==> src/rtl/core/ddal_pkg.sv <==
`timescale 1ns / 1ps
`default_nettype none
package ddal_pkg;

  // Reference and fraction formats
  localparam int VEL_BITS   = 20;
  localparam int FRAC_BITS  = 12;

  // Field widths of the channels
  localparam int VEL_IN_W   = 20;
  localparam int TURN_W     = 20;
  localparam int PER_W      = 16;
  localparam int OUT_W      = 20;
  localparam int WB_W       = 14;
  localparam int ACC_W      = 18;
  localparam int CFG_IDX_W  = 2;
  localparam int CFG_DATA_W = 18;

  // Register indexes of the configuration port
  localparam logic [CFG_IDX_W-1:0] CFG_TRACK_WIDTH = 2'd0;
  localparam logic [CFG_IDX_W-1:0] CFG_MAX_ACCEL   = 2'd1;

  // Datapath widths
  localparam int DIFP_W  = WB_W + TURN_W;             // track width * |yaw rate|
  localparam int DIFM_W  = DIFP_W - FRAC_BITS - 1;    // magnitude of the half difference
  localparam int DIF_W   = DIFM_W + 1;
  localparam int TGT_W   = ((DIF_W > VEL_IN_W) ? DIF_W : VEL_IN_W) + 1;
  localparam int D_W     = ((TGT_W > VEL_BITS) ? TGT_W : VEL_BITS) + 1;
  localparam int MAG_W   = D_W - 1;
  localparam int LIM_W   = ACC_W + PER_W;
  localparam int US_W    = 20;
  localparam int DEN_W   = MAG_W + US_W;
  localparam int Q_W     = MAG_W;
  localparam int MUL_A_W = MAG_W;
  localparam int MUL_B_W = LIM_W;
  localparam int PROD_W  = MUL_A_W + MUL_B_W;
  localparam int NUM_W   = PROD_W;
  localparam int CNT_W   = $clog2(Q_W + 1);
  localparam int S_W     = D_W + 1;

  localparam logic [US_W-1:0] US_PER_S = 20'd1000000;

  typedef enum logic [3:0] {
    ST_IDLE,
    ST_DIF,
    ST_LIM,
    ST_DELTA,
    ST_MAG,
    ST_MAX,
    ST_DEN,
    ST_CMP,
    ST_NUM_R,
    ST_DIV_R,
    ST_WAIT_R,
    ST_NUM_L,
    ST_DIV_L,
    ST_WAIT_L,
    ST_UPD
  } ddal_state_t;

endpackage
`default_nettype wire

==> src/rtl/core/ddal_if.sv <==
`timescale 1ns / 1ps
`default_nettype none
interface ddal_in_if import ddal_pkg::*; ();
  logic                       valid;
  logic                       ready;
  logic signed [VEL_IN_W-1:0] velocity_cmd;
  logic signed [TURN_W-1:0]   yaw_rate;
  logic [PER_W-1:0]           step_period_us;

  modport source (output valid, velocity_cmd, yaw_rate, step_period_us, input ready);
  modport sink   (input valid, velocity_cmd, yaw_rate, step_period_us, output ready);
  modport mon    (input valid, ready, velocity_cmd, yaw_rate, step_period_us);
endinterface

interface ddal_out_if import ddal_pkg::*; ();
  logic                    valid;
  logic                    ready;
  logic signed [OUT_W-1:0] right_ref;
  logic signed [OUT_W-1:0] left_ref;
  logic                    accel_limited;

  modport source (output valid, right_ref, left_ref, accel_limited, input ready);
  modport sink   (input valid, right_ref, left_ref, accel_limited, output ready);
  modport mon    (input valid, ready, right_ref, left_ref, accel_limited);
endinterface

interface ddal_cfg_if import ddal_pkg::*; ();
  logic                  valid;
  logic                  ready;
  logic [CFG_IDX_W-1:0]  index;
  logic [CFG_DATA_W-1:0] data;

  modport source (output valid, index, data, input ready);
  modport sink   (input valid, index, data, output ready);
  modport mon    (input valid, ready, index, data);
endinterface
`default_nettype wire

==> src/rtl/core/ddal_div.sv <==
`timescale 1ns / 1ps
`default_nettype none
module ddal_div import ddal_pkg::*; (
  input  logic             clk,
  input  logic             rst_n,
  input  logic             start,
  input  logic [NUM_W-1:0] num,
  input  logic [DEN_W-1:0] den,
  output logic             done,
  output logic [Q_W-1:0]   quot
);

  logic             busy_r;
  logic             done_r;
  logic [CNT_W-1:0] cnt_r;
  logic [DEN_W-1:0] rem_r;
  logic [Q_W-1:0]   low_r;
  logic [Q_W-1:0]   q_r;
  logic [DEN_W:0]   trial;
  logic [DEN_W:0]   diff;
  logic             fit;
  logic [DEN_W-1:0] rem_nxt;

  // Quotient is known to fit Q_W bits, so the top part of num starts below den.
  assign trial   = {rem_r, low_r[Q_W-1]};
  assign diff    = trial - {1'b0, den};
  assign fit     = trial >= {1'b0, den};
  assign rem_nxt = fit ? diff[DEN_W-1:0] : trial[DEN_W-1:0];

  always_ff @(posedge clk) begin
    if (!rst_n) begin
      busy_r <= 1'b0;
      done_r <= 1'b0;
      cnt_r  <= '0;
    end else begin
      done_r <= 1'b0;
      if (start) begin
        busy_r <= 1'b1;
        cnt_r  <= CNT_W'(Q_W);
      end else if (busy_r) begin
        cnt_r <= cnt_r - 1'b1;
        if (cnt_r == CNT_W'(1)) begin
          busy_r <= 1'b0;
          done_r <= 1'b1;
        end
      end
    end
  end

  always_ff @(posedge clk) begin
    if (start) begin
      rem_r <= DEN_W'(num[NUM_W-1:Q_W]);
      low_r <= num[Q_W-1:0];
      q_r   <= '0;
    end else if (busy_r) begin
      rem_r <= rem_nxt;
      low_r <= {low_r[Q_W-2:0], 1'b0};
      q_r   <= {q_r[Q_W-2:0], fit};
    end
  end

  assign done = done_r;
  assign quot = q_r;

endmodule
`default_nettype wire

==> src/rtl/core/diff_drive_accel_limited_wheel_refs_unit.sv <==
`timescale 1ns / 1ps
`default_nettype none
// An accepted request runs through the sequencer states to a valid result; when the change
// exceeds the limit, it is scaled by two 23-step divisions on the shared divider on the way.
// One request at a time: a new one is taken only once the previous result has entered the
// output register, which waits while the output is stalled; the sequencer around one shared
// multiplier and one restoring divider sets this pace.
// Reset (synchronous, active low): wheel references to zero, track width 983, max_accel 4096.
module diff_drive_accel_limited_wheel_refs_unit import ddal_pkg::*; (
  input  logic       clk,
  input  logic       rst_n,
  ddal_in_if.sink    in_req,
  ddal_out_if.source out_res,
  ddal_cfg_if.sink   cfg_wr
);

  ddal_state_t state_r, state_nxt;

  logic [WB_W-1:0]            track_width_r;
  logic [ACC_W-1:0]           max_accel_r;
  logic signed [VEL_BITS-1:0] right_ref_r;
  logic signed [VEL_BITS-1:0] left_ref_r;

  logic signed [VEL_IN_W-1:0] vel_r;
  logic                       turn_neg_r;
  logic [TURN_W-1:0]          turn_mag_r;
  logic [PER_W-1:0]           period_r;
  logic [PROD_W-1:0]          prod_r;
  logic signed [DIF_W-1:0]    dif_r;
  logic [LIM_W-1:0]           lim_r;
  logic signed [D_W-1:0]      d_r_r;
  logic signed [D_W-1:0]      d_l_r;
  logic [MAG_W-1:0]           mag_r_r;
  logic [MAG_W-1:0]           mag_l_r;
  logic [MAG_W-1:0]           m_r;
  logic [DEN_W-1:0]           den_r;
  logic                       limited_r;
  logic [Q_W-1:0]             q_r_r;
  logic [Q_W-1:0]             q_l_r;

  logic                       out_valid_r;
  logic signed [OUT_W-1:0]    out_right_r;
  logic signed [OUT_W-1:0]    out_left_r;
  logic                       out_lim_r;

  logic [MUL_A_W-1:0]         mul_a;
  logic [MUL_B_W-1:0]         mul_b;
  logic [PROD_W-1:0]          mul_p;
  logic                       div_start;
  logic                       div_done;
  logic [Q_W-1:0]             div_quot;
  logic                       in_ready;
  logic                       in_take;
  logic                       out_free;
  logic [DIFM_W-1:0]          dif_mag;
  logic signed [DIF_W-1:0]    dif_ext;
  logic signed [D_W-1:0]      d_sel_r;
  logic signed [D_W-1:0]      d_sel_l;
  logic signed [VEL_BITS-1:0] right_new;
  logic signed [VEL_BITS-1:0] left_new;

  localparam logic signed [S_W-1:0] VEL_MAX = {{(S_W-VEL_BITS+1){1'b0}}, {(VEL_BITS-1){1'b1}}};
  localparam logic signed [S_W-1:0] VEL_MIN = {{(S_W-VEL_BITS+1){1'b1}}, {(VEL_BITS-1){1'b0}}};

  function automatic logic [MAG_W-1:0] abs_d(input logic signed [D_W-1:0] v);
    logic signed [D_W-1:0] n;
    n = v[D_W-1] ? -v : v;
    return n[MAG_W-1:0];
  endfunction

  function automatic logic signed [VEL_BITS-1:0] step_ref(
    input logic signed [VEL_BITS-1:0] r,
    input logic signed [D_W-1:0]      d
  );
    logic signed [S_W-1:0] s;
    s = S_W'(r) + S_W'(d);
    if (s > VEL_MAX) begin
      s = VEL_MAX;
    end else if (s < VEL_MIN) begin
      s = VEL_MIN;
    end
    return s[VEL_BITS-1:0];
  endfunction

  function automatic logic signed [D_W-1:0] signed_q(
    input logic                  neg,
    input logic [Q_W-1:0]        q
  );
    logic signed [D_W-1:0] p;
    p = signed'({1'b0, q});
    return neg ? -p : p;
  endfunction

  ddal_div u_div (
    .clk   (clk),
    .rst_n (rst_n),
    .start (div_start),
    .num   (prod_r[NUM_W-1:0]),
    .den   (den_r),
    .done  (div_done),
    .quot  (div_quot)
  );

  assign in_take  = in_req.valid && in_ready;
  assign out_free = !out_valid_r || out_res.ready;
  assign mul_p    = mul_a * mul_b;

  assign dif_mag  = prod_r[DIFP_W-1:FRAC_BITS+1];
  assign dif_ext  = signed'({1'b0, dif_mag});

  assign d_sel_r   = limited_r ? signed_q(d_r_r[D_W-1], q_r_r) : d_r_r;
  assign d_sel_l   = limited_r ? signed_q(d_l_r[D_W-1], q_l_r) : d_l_r;
  assign right_new = step_ref(right_ref_r, d_sel_r);
  assign left_new  = step_ref(left_ref_r, d_sel_l);

  always_comb begin
    state_nxt = state_r;
    in_ready  = 1'b0;
    div_start = 1'b0;
    mul_a     = '0;
    mul_b     = '0;
    case (state_r)
      ST_IDLE: begin
        // no request is taken while reset is held
        in_ready = rst_n;
        if (in_req.valid) begin
          state_nxt = ST_DIF;
        end
      end
      ST_DIF: begin
        mul_a     = MUL_A_W'(turn_mag_r);
        mul_b     = MUL_B_W'(track_width_r);
        state_nxt = ST_LIM;
      end
      ST_LIM: begin
        mul_a     = MUL_A_W'(max_accel_r);
        mul_b     = MUL_B_W'(period_r);
        state_nxt = ST_DELTA;
      end
      ST_DELTA: state_nxt = ST_MAG;
      ST_MAG:   state_nxt = ST_MAX;
      ST_MAX:   state_nxt = ST_DEN;
      ST_DEN: begin
        mul_a     = m_r;
        mul_b     = MUL_B_W'(US_PER_S);
        state_nxt = ST_CMP;
      end
      ST_CMP: begin
        state_nxt = (prod_r[DEN_W-1:0] > DEN_W'(lim_r)) ? ST_NUM_R : ST_UPD;
      end
      ST_NUM_R: begin
        mul_a     = mag_r_r;
        mul_b     = lim_r;
        state_nxt = ST_DIV_R;
      end
      ST_DIV_R: begin
        div_start = 1'b1;
        state_nxt = ST_WAIT_R;
      end
      ST_WAIT_R: begin
        if (div_done) begin
          state_nxt = ST_NUM_L;
        end
      end
      ST_NUM_L: begin
        mul_a     = mag_l_r;
        mul_b     = lim_r;
        state_nxt = ST_DIV_L;
      end
      ST_DIV_L: begin
        div_start = 1'b1;
        state_nxt = ST_WAIT_L;
      end
      ST_WAIT_L: begin
        if (div_done) begin
          state_nxt = ST_UPD;
        end
      end
      ST_UPD: begin
        // hold until the output register can take the result
        if (out_free) begin
          state_nxt = ST_IDLE;
        end
      end
      default: state_nxt = ST_IDLE;
    endcase
  end

  always_ff @(posedge clk) begin
    if (!rst_n) begin
      state_r <= ST_IDLE;
    end else begin
      state_r <= state_nxt;
    end
  end

  always_ff @(posedge clk) begin
    if (!rst_n) begin
      track_width_r <= WB_W'(983);
      max_accel_r   <= ACC_W'(4096);
    end else if (cfg_wr.valid) begin
      case (cfg_wr.index)
        CFG_TRACK_WIDTH: track_width_r <= cfg_wr.data[WB_W-1:0];
        CFG_MAX_ACCEL:   max_accel_r   <= cfg_wr.data[ACC_W-1:0];
        default: ;
      endcase
    end
  end

  always_ff @(posedge clk) begin
    if (!rst_n) begin
      right_ref_r <= '0;
      left_ref_r  <= '0;
      out_valid_r <= 1'b0;
    end else begin
      if (out_valid_r && out_res.ready) begin
        out_valid_r <= 1'b0;
      end
      if (state_r == ST_UPD && out_free) begin
        right_ref_r <= right_new;
        left_ref_r  <= left_new;
        out_valid_r <= 1'b1;
      end
    end
  end

  always_ff @(posedge clk) begin
    if (state_r == ST_UPD && out_free) begin
      out_right_r <= OUT_W'(right_new);
      out_left_r  <= OUT_W'(left_new);
      out_lim_r   <= limited_r;
    end
  end

  always_ff @(posedge clk) begin
    case (state_r)
      ST_IDLE: begin
        if (in_take) begin
          vel_r      <= in_req.velocity_cmd;
          turn_neg_r <= in_req.yaw_rate[TURN_W-1];
          turn_mag_r <= in_req.yaw_rate[TURN_W-1] ? (~in_req.yaw_rate + 1'b1)
                                                  : in_req.yaw_rate;
          period_r   <= in_req.step_period_us;
        end
      end
      ST_DIF: prod_r <= mul_p;
      ST_LIM: begin
        dif_r  <= turn_neg_r ? -dif_ext : dif_ext;
        prod_r <= mul_p;
      end
      ST_DELTA: begin
        lim_r <= prod_r[LIM_W-1:0];
        d_r_r <= D_W'(vel_r) + D_W'(dif_r) - D_W'(right_ref_r);
        d_l_r <= D_W'(vel_r) - D_W'(dif_r) - D_W'(left_ref_r);
      end
      ST_MAG: begin
        mag_r_r <= abs_d(d_r_r);
        mag_l_r <= abs_d(d_l_r);
      end
      ST_MAX:   m_r    <= (mag_r_r > mag_l_r) ? mag_r_r : mag_l_r;
      ST_DEN:   prod_r <= mul_p;
      ST_CMP: begin
        den_r     <= prod_r[DEN_W-1:0];
        limited_r <= prod_r[DEN_W-1:0] > DEN_W'(lim_r);
      end
      ST_NUM_R: prod_r <= mul_p;
      ST_WAIT_R: begin
        if (div_done) begin
          q_r_r <= div_quot;
        end
      end
      ST_NUM_L: prod_r <= mul_p;
      ST_WAIT_L: begin
        if (div_done) begin
          q_l_r <= div_quot;
        end
      end
      default: ;
    endcase
  end

  assign in_req.ready          = in_ready;
  assign cfg_wr.ready          = rst_n;
  assign out_res.valid         = out_valid_r;
  assign out_res.right_ref     = out_right_r;
  assign out_res.left_ref      = out_left_r;
  assign out_res.accel_limited = out_lim_r;

endmodule
`default_nettype wire

==> src/flat_wrapper.sv <==
// flat-port wrapper written by rule: the top's interface ports become plain ports
module diff_drive_accel_limited_wheel_refs_unit_flat import ddal_pkg::*;
  (clk, rst_n, in_req_valid, in_req_velocity_cmd, in_req_yaw_rate, in_req_step_period_us, in_req_ready, out_res_valid, out_res_right_ref, out_res_left_ref, out_res_accel_limited, out_res_ready, cfg_wr_valid, cfg_wr_index, cfg_wr_data, cfg_wr_ready);
  ddal_in_if in_req_i ();
  ddal_out_if out_res_i ();
  ddal_cfg_if cfg_wr_i ();
  input  logic clk;
  input  logic rst_n;
  input wire logic [$bits(in_req_i.valid)-1:0] in_req_valid;
  input wire logic [$bits(in_req_i.velocity_cmd)-1:0] in_req_velocity_cmd;
  input wire logic [$bits(in_req_i.yaw_rate)-1:0] in_req_yaw_rate;
  input wire logic [$bits(in_req_i.step_period_us)-1:0] in_req_step_period_us;
  output wire logic [$bits(in_req_i.ready)-1:0] in_req_ready;
  output wire logic [$bits(out_res_i.valid)-1:0] out_res_valid;
  output wire logic [$bits(out_res_i.right_ref)-1:0] out_res_right_ref;
  output wire logic [$bits(out_res_i.left_ref)-1:0] out_res_left_ref;
  output wire logic [$bits(out_res_i.accel_limited)-1:0] out_res_accel_limited;
  input wire logic [$bits(out_res_i.ready)-1:0] out_res_ready;
  input wire logic [$bits(cfg_wr_i.valid)-1:0] cfg_wr_valid;
  input wire logic [$bits(cfg_wr_i.index)-1:0] cfg_wr_index;
  input wire logic [$bits(cfg_wr_i.data)-1:0] cfg_wr_data;
  output wire logic [$bits(cfg_wr_i.ready)-1:0] cfg_wr_ready;
  assign in_req_i.valid = in_req_valid;
  assign in_req_i.velocity_cmd = in_req_velocity_cmd;
  assign in_req_i.yaw_rate = in_req_yaw_rate;
  assign in_req_i.step_period_us = in_req_step_period_us;
  assign in_req_ready = in_req_i.ready;
  assign out_res_valid = out_res_i.valid;
  assign out_res_right_ref = out_res_i.right_ref;
  assign out_res_left_ref = out_res_i.left_ref;
  assign out_res_accel_limited = out_res_i.accel_limited;
  assign out_res_i.ready = out_res_ready;
  assign cfg_wr_i.valid = cfg_wr_valid;
  assign cfg_wr_i.index = cfg_wr_index;
  assign cfg_wr_i.data = cfg_wr_data;
  assign cfg_wr_ready = cfg_wr_i.ready;
  diff_drive_accel_limited_wheel_refs_unit u_core (.clk(clk), .rst_n(rst_n), .in_req(in_req_i), .out_res(out_res_i), .cfg_wr(cfg_wr_i));
endmodule
==> config.mk <==
export PLATFORM = sky130hd
export DESIGN_NAME = diff_drive_accel_limited_wheel_refs_unit_flat
export DESIGN_NICKNAME = d
export VERILOG_FILES = /design/src/rtl/core/ddal_pkg.sv /design/src/rtl/core/ddal_if.sv /design/src/rtl/core/ddal_div.sv /design/src/rtl/core/diff_drive_accel_limited_wheel_refs_unit.sv /design/src/flat_wrapper.sv
export SDC_FILE = /design/constraint.sdc
export NUM_CORES = 2
export LEC_CHECK = 0
export BUFFER_PORTS_ARGS = -buffer_cell sky130_fd_sc_hd__buf_4
export CELL_PAD_IN_SITES_DETAIL_PLACEMENT = 1
export CELL_PAD_IN_SITES_GLOBAL_PLACEMENT = 1
export CORE_MARGIN = 2
export CORE_UTILIZATION = 55
export CTS_BUF_LIST = sky130_fd_sc_hd__clkbuf_4 sky130_fd_sc_hd__clkbuf_8
export DETAILED_ROUTE_END_ITERATION = 6
export HOLD_SLACK_MARGIN = 0.1
export PLACE_DENSITY = 0.85
export SYNTH_ARGS = -nofsm -noshare
export SYNTH_HDL_FRONTEND = slang
export SYNTH_HIERARCHICAL = 1
export SYNTH_SLANG_ARGS = --single-unit
==> constraint.sdc <==
create_clock -name clk -period 23.6 [get_ports clk]
set_input_delay 4.72 -clock clk [delete_from_list [all_inputs] [get_ports clk]]
set_output_delay 4.72 -clock clk [all_outputs]
set_load 0.01 [all_outputs]
==> results.sh <==
export IMPL_status="completed"
export IMPL_clk_transition_reported_paths_ns=0.06
export IMPL_fin_crit_sh_pct=48.2
export IMPL_fmax_mhz=87.9
export IMPL_worst_slew_pin_slew_ns=1.32
export IMPL_hp_start="u_core/max_accel_r[8]$_SDFFE_PN0P_"
export IMPL_pin_count=125
export IMPL_area_delta_synth_final_pct=8.11
export IMPL_slew_viol_final=0
export IMPL_slowest_stage="dfxtp_1"
export IMPL_cts_tree="done"
export IMPL_startpoint="u_core/state_r[0]$_SDFFE_PN0P_"
export IMPL_async_reset_ff_share_pct=0
export IMPL_overflow=0
export IMPL_yosys_area_top_type="fa_1"
export IMPL_synth_main_ff_cell="edfxtp_1"
export IMPL_setup_viol=0
export IMPL_vdd_drop_max_v=0.0000454
export IMPL_slew_headroom_pct=11.7
export IMPL_leakage_nw=27.0
export IMPL_grt_pass1_vias=51300
export IMPL_fin_area_mm2=0.0627
export IMPL_post_drt_wl_per_cell_um=28.3
export IMPL_synth_top_area_share_pct=24.7
export IMPL_dpl_cell_area_mm2=0.0604
export IMPL_drive_gt1_share_pct=8.66
export IMPL_fp_row_count=119
export IMPL_syn_area_per_cell_um2=9.64
export IMPL_r2r_start="u_core/state_r[0]$_SDFFE_PN0P_"
export IMPL_postSynthCellCount=6020
export IMPL_crit_top_cell="fa_1"
export IMPL_postLayoutCoreUtil_pct=59.8
export IMPL_fin_crit_ns=11.38
export IMPL_fin_nets=7255
export IMPL_cp_data_required_time_ns=24.08
export IMPL_worstSkewPairLatency_ns=0.76
export IMPL_ys_warn_count=6
export IMPL_max_clock_path_buffers=3
export IMPL_cts_sinks=591
export IMPL_cts_buffers=102
export IMPL_power_density_mw_per_mm2=46.9
export IMPL_hold_path_class="register to register"
export IMPL_hold_viol=0
export IMPL_cts_root_buf="clkbuf_8"
export IMPL_detail_route_wirelength_mm=214
export IMPL_netlist_top_cells_area="fa_1 (25%), edfxtp_1 (25%), ha_1 (8.4%)"
export IMPL_die_y_um=329
export IMPL_cp_end_kind="register"
export IMPL_drv_cap=0
export IMPL_drt_first_pass_iters=6
export IMPL_core_mm2=0.105
export IMPL_rsz0062_at_grt="false"
export IMPL_synth_fp_nets=7205
export IMPL_viasPerCell=6.31
export IMPL_grtUsageTotal_pct=39.7
export IMPL_route_vias_total=47600
export IMPL_synth_edf_count=475
export IMPL_place_gp_congestion=0.980
export IMPL_htree_levels=3
export IMPL_ys_ff_latch=591
export IMPL_ant_nets=0
export IMPL_dieArea_mm2=0.108
export IMPL_synth_cell_types=97
export IMPL_antenna_found_initial=14
export IMPL_seq_area_frac_synth_pct=28.6
export IMPL_syn_area_mm2=0.0580
export IMPL_path_max_fanout=52
export IMPL_cts_setup_buffers=0
export IMPL_io_buffers=124
export IMPL_post_cts_resized=0
export IMPL_start_kind="register"
export IMPL_arrival_ns=11.86
export IMPL_start_util_pct=55.3
export IMPL_cts_hold_buf=0
export IMPL_fillers=11700
export IMPL_grt_start_max_net_pins=72
export IMPL_drc_errors=0
export IMPL_drtIter0Drc=4951
export IMPL_slowest_delay_ns=0.94
export IMPL_finalSetupTns_ns=0
export IMPL_final_setup_skew_ns=0.0609
export IMPL_hpwl_mm=162
export IMPL_grt_pass1_wl_mm=319
export IMPL_critPathKind="register to register"
export IMPL_r2r_slack_ns=12.22
export IMPL_die_x_um=329
## per-stage QoR
step           hold slack [ns]  setup WS, ns  total power [W]  cells
2_1_floorplan            0.424         13.69          0.00160   6020
3_3_place_gp             0.441         13.17          0.00180   7356
3_5_place_dp             0.455         12.83          0.00184   7356
4_1_cts                  0.472         12.58          0.00293   7546
5_1_grt                  0.494         12.07          0.00303   7548
6_report                 0.471         12.22          0.00294   7551
## layout make-up
type | instances | area [um^2] | share of cell area, %
timing repair buffer | 206 | 1550 | 2.47
clock buffer | 141 | 1760 | 2.80
multi-input combinational | 4223 | 37000 | 58.9
clock inverter | 49 | 561 | 0.894
sequential | 591 | 16600 | 26.4
inverter | 946 | 3550 | 5.66
tap | 1391 | 1740 | 2.77
antenna | 4 | 10.0 | 0.0160
## synth_stat cells, drive strengths merged (38+ instances only)
| cell | number |
|---|---|
| o21a | 45 |
| fa | 716 |
| a21oi | 262 |
| a22oi | 40 |
| buf | 45 |
| inv | 945 |
| nand3 | 66 |
| edfxtp | 475 |
| xnor2 | 200 |
| xor2 | 82 |
| nand2b | 64 |
| o21ai | 213 |
| ha | 388 |
| a21o | 94 |
| nor2b | 42 |
| nand4 | 38 |
| dfxtp | 116 |
| mux2 | 77 |
| clkbuf | 215 |
| nand2 | 840 |
| and2 | 60 |
| nor2 | 501 |
## layout by cell type (no fill, tap or decap), drive strengths merged, types with 14 or more instances in the layout
master / count
nand2b: 64
nand2: 840
nor3: 37
mux2: 77
a21o: 94
buf: 206
a21oi: 262
mux2i: 30
nand3: 66
nand4: 38
xor2: 82
o21ai: 213
inv: 948
or3: 24
xnor2: 200
o211ai: 21
nor4: 18
or4: 17
a211oi: 19
a31oi: 30
clkinv: 28
o21a: 45
nor2b: 42
ha: 388
a22oi: 40
edfxtp: 475
and2: 60
o21bai: 21
and3: 21
or2: 14
clkbuf: 141
o41ai: 24
o31ai: 37
a21boi: 37
nor2: 501
fa: 716
dfxtp: 116
## path summary, 6_finish.rpt
path                                              to  cells after the start
hold / removal    u_core/max_accel_r[8]$_SDFFE_PN0P_                      2
setup reg to reg         u_core/prod_r[55]$_DFFE_PN_                     28
setup / recovery         u_core/prod_r[55]$_DFFE_PN_                     28
hold reg to reg   u_core/max_accel_r[8]$_SDFFE_PN0P_                      2
## registers in the layout, summed over array words and instances, names as in the netlist, 20 cells and up
| name | flops |
|---|---|
| u_core/prod_r | 57 |
| u_core/den_r | 43 |
| u_core/u_div/rem_r | 43 |
| u_core/lim_r | 34 |
| u_core/d_l_r | 24 |
| u_core/d_r_r | 24 |
| u_core/m_r | 23 |
| u_core/mag_l_r | 23 |
| u_core/mag_r_r | 23 |
| u_core/q_l_r | 23 |
| u_core/q_r_r | 23 |
| u_core/u_div/low_r | 23 |
| u_core/u_div/quot | 23 |
| u_core/dif_r | 22 |
| u_core/left_ref_r | 20 |
| u_core/out_res.left_ref | 20 |
| u_core/out_res.right_ref | 20 |
| u_core/right_ref_r | 20 |
| u_core/turn_mag_r | 20 |
| u_core/vel_r | 20 |
## cells by family (layout without fill, tap and decap cells)
family | count (synthesis) | after routing | share of synthesized area, %
fa+ha+maj | 1104 | 1104 | 33.1
flops | 591 | 591 | 28.6
other cells | 0 | 4 | 0
xor+xnor | 282 | 282 | 4.26
mux | 107 | 107 | 2.01
compound gates | 953 | 953 | 10.7
buf+inv | 1206 | 1342 | 8.00
simple gates | 1777 | 1777 | 13.4
## critical path: cells and delay by family (launching register included)
family | cells | cell delay, ns
XOR/XNOR | 1 | 0.15
adder cells (fa/ha/maj) | 8 | 4.24
AO/OA/AOI/OAI | 4 | 1.32
AND/OR/NAND/NOR | 9 | 3.25
buffers and inverters | 6 | 1.15
flip-flops | 1 | 0.94
## metal layers
metal	track usage (%)	wire (um)	vias to the layer above
met3	12.0	25800	743
met2	61.2	95800	2862
met4	18.4	11700	14
li1	-	-	19800
met1	51.4	80400	24200
met5	0	146	-
## power breakdown
group / switching [W] / leakage, nW / internal (W)
Clock: 0.000491 / 1.20 / 0.000600
Combinational: 0.000403 / 20.6 / 0.000202
Sequential: 0.0000622 / 5.20 / 0.00119
Total: 0.000956 / 27.0 / 0.00199
Note: power is estimated with default switching activity, not from simulation.
